$ cat config.mk
export PLATFORM = sky130hd
export DESIGN_NAME = priority_job_queue_with_fairness_core
export DESIGN_NICKNAME = d
export VERILOG_FILES = /design/src/hdl/pjq_pkg.sv /design/src/hdl/priority_job_queue_with_fairness_core.sv
export SDC_FILE = /design/constraint.sdc
export NUM_CORES = 2
export LEC_CHECK = 0
export BUFFER_PORTS_ARGS = -buffer_cell sky130_fd_sc_hd__buf_2
export CAP_MARGIN = 10
export CORE_ASPECT_RATIO = 1.5
export CORE_MARGIN = 2
export CORE_UTILIZATION = 35
export CTS_CLUSTER_SIZE = 16
export DETAILED_ROUTE_END_ITERATION = 12
export GPL_ROUTABILITY_DRIVEN = 0
export GPL_TIMING_DRIVEN = 0
export SLEW_MARGIN = 10
export SYNTH_ARGS = -nofsm -noshare
export SYNTH_HDL_FRONTEND = slang
export SYNTH_SLANG_ARGS = --single-unit
export TNS_END_PERCENT = 50
$ cat constraint.sdc
create_clock -name i_clk -period 6.4 [get_ports i_clk]
set_input_delay 0.64 -clock i_clk [delete_from_list [all_inputs] [get_ports i_clk]]
set_output_delay 0.64 -clock i_clk [all_outputs]
set_load 0.03 [all_outputs]
$ cat src/hdl/pjq_pkg.sv
// Package with shared constants for the priority job queue.
`timescale 1ns / 1ps
`default_nettype none
package pjq_pkg;
    localparam int QUEUE_DEPTH_DEF = 16;
    localparam int ID_BITS_DEF = 32;
    localparam int LEVELS = 3;
    localparam logic [7:0] FAIR_RESET = 8'd4;

    localparam logic [1:0] REQ_SUBMIT = 2'd0;
    localparam logic [1:0] REQ_CANCEL = 2'd1;
    localparam logic [1:0] REQ_TAKE = 2'd2;
    localparam logic [1:0] REQ_SHUTDOWN = 2'd3;

    localparam logic [2:0] ST_OK = 3'd0;
    localparam logic [2:0] ST_STOPPED = 3'd1;
    localparam logic [2:0] ST_FULL = 3'd2;
    localparam logic [2:0] ST_NOT_FOUND = 3'd3;
    localparam logic [2:0] ST_EMPTY = 3'd4;
endpackage
`default_nettype wire

$ cat src/hdl/priority_job_queue_with_fairness_core.sv
// Top level of the priority job queue with a starvation counter.
//
//  Port group     Direction  Handshake
//  request        in         i_start, o_busy (accepted when start and not busy)
//  result         out        o_done strobe, one cycle, no back-pressure
//  configuration  in         i_cfg_we, i_cfg_data (fairness interval)
//
// Submit, take and shutdown pass through the read, take and done states from
// accept to result; the queue memory read is registered. When not stopped,
// cancel scans the queues one slot per cycle and then shifts the tail of its
// queue down one slot at a time through a read and a write state. Reset is
// synchronous, clears the queue pointers and the stop flag and sets the id
// counter to one; the memory is not cleared. The result cannot be stalled.
`timescale 1ns / 1ps
`default_nettype none
module priority_job_queue_with_fairness_core #(
    parameter int QUEUE_DEPTH = pjq_pkg::QUEUE_DEPTH_DEF,
    parameter int ID_BITS = pjq_pkg::ID_BITS_DEF
) (
    input  wire         i_clk,
    input  wire         i_rst_n,
    input  wire         i_start,
    output logic        o_busy,
    input  wire  [1:0]  i_req_type,
    input  wire  [1:0]  i_priority_req,
    input  wire  [31:0] i_job_id,
    input  wire         i_cfg_we,
    input  wire  [7:0]  i_cfg_data,
    output logic        o_done,
    output logic [2:0]  o_status,
    output logic [31:0] o_out_job_id,
    output logic [1:0]  o_out_priority,
    output logic [5:0]  o_queued_total,
    output logic [5:0]  o_cleared_count
);
    localparam int PW = (QUEUE_DEPTH > 1) ? $clog2(QUEUE_DEPTH) : 1;
    localparam int FW = $clog2(QUEUE_DEPTH + 1);
    localparam int MD = pjq_pkg::LEVELS * QUEUE_DEPTH;
    localparam int AW = $clog2(MD);
    localparam int TW = $clog2(MD + 1);
    localparam int CW = (ID_BITS < 32) ? ID_BITS : 32;

    localparam logic [2:0] S_IDLE = 3'd0;
    localparam logic [2:0] S_READ = 3'd1;
    localparam logic [2:0] S_TAKE = 3'd2;
    localparam logic [2:0] S_SCAN = 3'd3;
    localparam logic [2:0] S_SHRD = 3'd4;
    localparam logic [2:0] S_SHWR = 3'd5;
    localparam logic [2:0] S_DONE = 3'd6;

    logic [ID_BITS-1:0] r_mem [MD];
    logic [ID_BITS-1:0] r_rdata;
    logic [AW-1:0] n_raddr;
    logic n_we;
    logic [AW-1:0] n_waddr;
    logic [ID_BITS-1:0] n_wdata;

    logic [2:0] r_state, n_state;
    logic [PW-1:0] r_head [pjq_pkg::LEVELS];
    logic [FW-1:0] r_fill [pjq_pkg::LEVELS];
    logic [ID_BITS-1:0] r_next_id;
    logic [7:0] r_skip, r_fair;
    logic r_stopped;
    logic [1:0] r_req, r_lvl;
    logic [ID_BITS-1:0] r_want;
    logic [FW-1:0] r_pos;
    logic r_done;
    logic [2:0] r_status;
    logic [31:0] r_oid;
    logic [1:0] r_oprio;
    logic [5:0] r_cleared;

    logic [TW-1:0] w_total;
    assign w_total = TW'(r_fill[0]) + TW'(r_fill[1]) + TW'(r_fill[2]);

    function automatic logic [AW-1:0] slot(input logic [1:0] l,
                                           input logic [PW-1:0] h,
                                           input logic [FW-1:0] p);
        logic [FW:0] s;
        s = (FW+1)'(h) + (FW+1)'(p);
        if (s >= (FW+1)'(QUEUE_DEPTH)) s = s - (FW+1)'(QUEUE_DEPTH);
        return AW'(l) * AW'(QUEUE_DEPTH) + AW'(s);
    endfunction

    logic [1:0] w_lvl_in;
    assign w_lvl_in = (i_priority_req == 2'd3) ? 2'd2 : i_priority_req;

    // Take selection from fill levels and the starvation counter.
    logic w_any, w_lower, w_fair;
    logic [1:0] w_top, w_low, w_pick;
    always_comb begin
        w_any = (r_fill[0] != '0) || (r_fill[1] != '0) || (r_fill[2] != '0);
        w_top = (r_fill[0] != '0) ? 2'd0 : ((r_fill[1] != '0) ? 2'd1 : 2'd2);
        w_lower = 1'b0;
        w_low = 2'd2;
        if (w_top == 2'd0) begin
            w_lower = (r_fill[1] != '0) || (r_fill[2] != '0);
            w_low = (r_fill[1] != '0) ? 2'd1 : 2'd2;
        end else if (w_top == 2'd1) begin
            w_lower = (r_fill[2] != '0);
        end
        w_fair = w_lower && (r_skip >= r_fair);
        w_pick = w_fair ? w_low : w_top;
    end

    logic [FW-1:0] w_fill_l;
    logic [PW-1:0] w_head_l;
    assign w_fill_l = r_fill[r_lvl];
    assign w_head_l = r_head[r_lvl];

    always_comb begin
        n_state = r_state;
        n_raddr = slot(r_lvl, w_head_l, r_pos);
        n_we = 1'b0;
        n_waddr = slot(r_lvl, w_head_l, r_pos);
        n_wdata = r_rdata;
        case (r_state)
            S_IDLE: begin
                if (i_start) begin
                    if (r_stopped || i_req_type != pjq_pkg::REQ_CANCEL)
                        n_state = S_READ;
                    else
                        n_state = S_SCAN;
                end
            end
            S_READ: n_state = S_TAKE;
            S_TAKE: n_state = S_DONE;
            S_SCAN: begin
                if (r_pos != '0 && r_rdata == r_want) begin
                    if (r_pos >= w_fill_l) n_state = S_DONE;
                    else n_state = S_SHRD;
                end else if (r_pos >= w_fill_l && r_lvl == 2'd2) begin
                    n_state = S_DONE;
                end
            end
            S_SHRD: n_state = S_SHWR;
            S_SHWR: begin
                n_we = 1'b1;
                n_waddr = slot(r_lvl, w_head_l, r_pos - FW'(1));
                if (r_pos + FW'(1) >= w_fill_l) n_state = S_DONE;
                else n_state = S_SHRD;
            end
            S_DONE: n_state = S_IDLE;
            default: n_state = S_IDLE;
        endcase
        if (r_state == S_IDLE)
            n_raddr = slot(w_pick, r_head[w_pick], '0);
        if (r_state == S_READ && r_req == pjq_pkg::REQ_SUBMIT && !r_stopped
            && w_fill_l < FW'(QUEUE_DEPTH)) begin
            n_we = 1'b1;
            n_waddr = slot(r_lvl, w_head_l, w_fill_l);
            n_wdata = r_next_id;
        end
    end

    always_ff @(posedge i_clk) begin
        if (n_we) r_mem[n_waddr] <= n_wdata;
        r_rdata <= r_mem[n_raddr];
    end

    logic [31:0] w_id32, w_rd32, w_want32;
    always_comb begin
        w_id32 = '0;
        w_rd32 = '0;
        w_want32 = '0;
        w_id32[CW-1:0] = r_next_id[CW-1:0];
        w_rd32[CW-1:0] = r_rdata[CW-1:0];
        w_want32[CW-1:0] = r_want[CW-1:0];
    end

    always_ff @(posedge i_clk) begin
        if (!i_rst_n) begin
            r_state <= S_IDLE;
            for (int l = 0; l < pjq_pkg::LEVELS; l++) begin
                r_head[l] <= '0;
                r_fill[l] <= '0;
            end
            r_next_id <= ID_BITS'(1);
            r_skip <= '0;
            r_fair <= pjq_pkg::FAIR_RESET;
            r_stopped <= 1'b0;
            r_done <= 1'b0;
        end else begin
            r_state <= n_state;
            r_done <= 1'b0;
            if (i_cfg_we) r_fair <= i_cfg_data;
            case (r_state)
                S_IDLE: begin
                    r_req <= i_req_type;
                    r_lvl <= (i_req_type == pjq_pkg::REQ_CANCEL) ? 2'd0 :
                             ((i_req_type == pjq_pkg::REQ_TAKE) ? w_pick : w_lvl_in);
                    r_want <= ID_BITS'(i_job_id);
                    r_pos <= '0;
                    r_oid <= '0;
                    r_oprio <= '0;
                    r_cleared <= '0;
                    r_status <= pjq_pkg::ST_OK;
                end
                S_READ: begin
                    if (r_stopped) begin
                        r_status <= pjq_pkg::ST_STOPPED;
                    end else if (r_req == pjq_pkg::REQ_SUBMIT) begin
                        if (w_fill_l >= FW'(QUEUE_DEPTH)) begin
                            r_status <= pjq_pkg::ST_FULL;
                        end else begin
                            r_fill[r_lvl] <= w_fill_l + FW'(1);
                            r_oid <= w_id32;
                            r_next_id <= r_next_id + ID_BITS'(1);
                        end
                    end else if (r_req == pjq_pkg::REQ_SHUTDOWN) begin
                        r_cleared <= 6'(w_total);
                        for (int l = 0; l < pjq_pkg::LEVELS; l++) begin
                            r_head[l] <= '0;
                            r_fill[l] <= '0;
                        end
                        r_stopped <= 1'b1;
                    end else if (!w_any) begin
                        r_status <= pjq_pkg::ST_EMPTY;
                    end else begin
                        if (w_fair) r_skip <= '0;
                        else if (w_lower) begin
                            if (r_skip != 8'hFF) r_skip <= r_skip + 8'd1;
                        end else r_skip <= '0;
                        r_oprio <= r_lvl;
                        r_oid <= w_rd32;
                        r_head[r_lvl] <= (w_head_l == PW'(QUEUE_DEPTH - 1)) ? '0 :
                                         w_head_l + PW'(1);
                        r_fill[r_lvl] <= w_fill_l - FW'(1);
                    end
                end
                S_TAKE: ;
                S_SCAN: begin
                    // r_pos addresses the slot read last cycle plus one.
                    if (r_pos != '0 && r_rdata == r_want) begin
                        r_oid <= w_want32;
                        r_oprio <= r_lvl;
                        if (r_pos >= w_fill_l)
                            r_fill[r_lvl] <= w_fill_l - FW'(1);
                    end else if (r_pos >= w_fill_l) begin
                        if (r_lvl == 2'd2) begin
                            r_status <= pjq_pkg::ST_NOT_FOUND;
                        end else begin
                            r_lvl <= r_lvl + 2'd1;
                            r_pos <= '0;
                        end
                    end else begin
                        r_pos <= r_pos + FW'(1);
                    end
                end
                S_SHRD: ;
                S_SHWR: begin
                    r_pos <= r_pos + FW'(1);
                    if (r_pos + FW'(1) >= w_fill_l)
                        r_fill[r_lvl] <= w_fill_l - FW'(1);
                end
                S_DONE: r_done <= 1'b1;
                default: ;
            endcase
        end
    end

    assign o_busy = (r_state != S_IDLE);
    assign o_done = r_done;
    assign o_status = r_status;
    assign o_out_job_id = r_oid;
    assign o_out_priority = r_oprio;
    assign o_queued_total = 6'(w_total);
    assign o_cleared_count = r_cleared;

    a_fill: assert property (@(posedge i_clk) disable iff (!i_rst_n)
        r_fill[0] <= FW'(QUEUE_DEPTH) && r_fill[1] <= FW'(QUEUE_DEPTH)
        && r_fill[2] <= FW'(QUEUE_DEPTH)) else $error("queue overfilled");
    a_stop: assert property (@(posedge i_clk) disable iff (!i_rst_n)
        r_stopped |=> r_stopped) else $error("stop flag dropped");
    a_done: assert property (@(posedge i_clk) disable iff (!i_rst_n)
        r_done |-> r_state == S_IDLE) else $error("result while busy");
    a_stopped_empty: assert property (@(posedge i_clk) disable iff (!i_rst_n)
        (r_stopped && r_state == S_IDLE) |-> w_total == '0)
        else $error("queued jobs after shutdown");
endmodule
`default_nettype wire
==> impl_metrics.json <==
{
  "io_pins": 99,
  "synth_top_area_frac": 0.696,
  "core_area_um2": 203000,
  "use_met2": 0.390,
  "synth_most_common_cell": "edfxtp_1",
  "required_ns": 7.04,
  "slew_headroom": 0.0995,
  "clock_latency_ns": 0.82,
  "clock-sinks": 1743,
  "multi_input_area_um2": 19000,
  "syn_area_um2": 71500,
  "finalSetupViolCount": 0,
  "synth_edf_count": 1656,
  "drive_gt1_frac": 0.120,
  "gr-total-overflow": 0,
  "grt_usage": 0.216,
  "synth.area.top_cells": "edfxtp_1 (70%), mux2i_1 (6.6%), nand2_1 (5.5%)",
  "cp_max_fo": 10,
  "drv_cap": 0,
  "synthesis.nets": 5245,
  "syn_area_per_cell_um2": 13.9,
  "ys_ff_latch": 1743,
  "htree_levels": 4,
  "met3_usage": 0.0313,
  "r2r_setup_slack_ns": 0.01,
  "ff_latch_area_um2": 51500,
  "ant_nets": 0,
  "cp-start-kind": "flop",
  "min_to": "r_want[31]$_DFFE_PP_",
  "worstSetupPathType": "reg2reg",
  "drc_errors": 0,
  "synthArstFlopShare": 0,
  "r2r-end": "r_rdata[24]$_DFF_P_",
  "hold_viol": 0,
  "routed_wl_um": 230000,
  "clk_path_buf_depth": 4,
  "die-width_um": 373,
  "yosysTopAreaCell": "edfxtp_1",
  "routed_via_density": 5.48,
  "grt_pass1_wl_um": 323000,
  "vias": 45400,
  "netlist_top_cells_count": "edfxtp_1 (1656), nand2_1 (1043), mux2i_1 (474), nand3_1 (371), a21oi_1 (226)",
  "clk_pin_slew_ns": 0.07,
  "fin_worst_skew_ns": 0.0713,
  "synth_warnings": 0,
  "rows": 203,
  "hold_class": "in2reg",
  "tightest_slew_ns": 1.35,
  "root_buffer": "clkbuf_16",
  "dp.final_hpwl_um": 164000,
  "hold_path_depth": 1,
  "chipHeight_um": 557,
  "yosysSeqAreaShare": 0.720,
  "status": "complete, no violations",
  "min_from": "i_job_id[31]",
  "synth.distinct_cells": 81,
  "grt_pass1_vias": 45100,
  "initial_core_util": 0.351,
  "routedWlPerCell_um": 27.8,
  "final_util": 0.407,
  "first_pass_iters": 6,
  "die_area_um2": 208000,
  "fin_nets": 5611,
  "fill_cells": 18500,
  "finalCritPeriodShare": 0.999,
  "drtIter0Drc": 4847,
  "critPathArrivalTime_ns": 7.03,
  "synth_cells": 5137,
  "syn_to_final_growth_pct": 15.8,
  "grt_setup_unrepaired": "no",
  "rr_worst_depth": 15,
  "io_buffers": 97,
  "slew_viol_final": 0,
  "final.min_clock_period_ns": 6.39,
  "cts_inserted_buffers": 160,
  "max_freq_mhz": 156,
  "tritoncts": "built",
  "grt-busiest-layer": "met2",
  "worstSetupEndpointType": "flop",
  "synthFlopType": "edfxtp_1",
  "grt_use_met1": 0.228,
  "antenna_found_initial": 5,
  "grt_start_max_net_pins": 49
}
## timing repair
item | 4_1_cts | 5_1_grt
gates resized for setup | 8 | 12
setup buffers | 0 | 4
hold endpoints to repair | 22 | 0
pin swaps | 0 | 1
endpoints found under the setup margin | 7 | 24
hold buffers | 22 | 0
## per-layer routing
layer	wire [um]	vias to the layer above
met3	16000	676
met2	117000	2265
li1	-	19800
met4	19600	2
met1	77300	22700
met5	13	-
## logic make-up after synthesis
| kind of cell | Yosys count | share of synthesized area |
|---|---|---|
| flops | 1743 | 0.720 |
| simple gates | 1859 | 0.114 |
| fa+ha+maj | 60 | 0.0114 |
| compound gates | 556 | 0.0517 |
| xor+xnor | 91 | 0.0111 |
| buf+inv | 342 | 0.0219 |
| mux | 486 | 0.0697 |
## critical path, stage by stage (launching register included)
cell and delay [ns]:
dfxtp_1 0.30, clkbuf_1 0.47, mux4_2 0.50, ha_1 0.28, fa_1 0.60, o21ai_0 0.11
a31oi_1 0.24, o21a_1 0.30, buf_2 0.40, buf_2 0.60, buf_2 0.53, clkbuf_2 0.48
nand3_1 0.13, a31oi_1 0.53, nor3_1 0.11, nor4_1 0.61
## sequential cells by signal, indices dropped and copies added (netlist names), named ones only
register / count
r_fair: 8
r_next_id: 32
r_lvl: 2
r_head: 16
r_rdata: 32
r_mem: 1536
r_skip: 8
r_req: 2
o_out_job_id: 32
o_status: 3
r_fill: 20
r_stopped: 1
o_out_priority: 2
r_state: 3
o_done: 1
r_want: 32
o_cleared_count: 6
r_pos: 5
## worst max-delay path by stage
stage | slack [ns] | endpoint | cells past startpoint
2_1_floorplan | 1.03 | r_mem[27][0]$_DFFE_PP_ | 15
3_3_place_gp | -1.93 | r_mem[5][3]$_DFFE_PP_ | 12
3_5_place_dp | -0.30 | r_rdata[18]$_DFF_P_ | 18
4_1_cts | 0.13 | r_rdata[4]$_DFF_P_ | 18
5_1_grt | 0.01 | r_rdata[28]$_DFF_P_ | 18
6_report | 0.01 | r_rdata[24]$_DFF_P_ | 15
## cell type report
type	count	area share
clock inverters	82	0.00798
well taps	2665	0.0403
flip-flops and latches	1743	0.622
repair buffers	204	0.0299
inverters	52	0.00236
diodes	3	0.0000907
clock buffers	196	0.0514
plain buffers	290	0.0166
multi-input cells	3052	0.229
## stage by stage
stage | instances | setup TNS, ns | setup slack, ns | area (um^2) | hold slack (ns)
after floorplan | 5137 | 0 | 1.03 | 71500 | 0.459
after global placement | 7899 | -1852.20 | -1.93 | 75300 | 0.506
after detailed placement | 7980 | -1.21 | -0.302 | 77500 | 0.513
after CTS | 8280 | 0 | 0.130 | 82700 | 0.00240
after global routing | 8287 | 0 | 0.0117 | 82800 | 0.00737
final | 8287 | 0 | 0.00952 | 82800 | 0.0276
## layout by cell type (no fill, tap or decap), types with 32 or more instances in the layout
master,instances
edfxtp_1,1656
nand2_1,1012
mux2i_1,474
nand3_1,371
a21oi_1,226
buf_2,200
clkbuf_16,165
nor2_1,154
clkbuf_1,141
dfxtp_1,87
buf_12,65
o22ai_1,61
and3_1,52
inv_1,51
ha_1,51
nor2_4,49
xnor2_1,47
and2_1,46
xor2_1,44
a31oi_1,43
buf_1,38
a32oi_1,37
clkinv_2,32
Power is not shown: default switching activity piles up to over one toggle a cycle in this logic, so the estimate is an artifact.
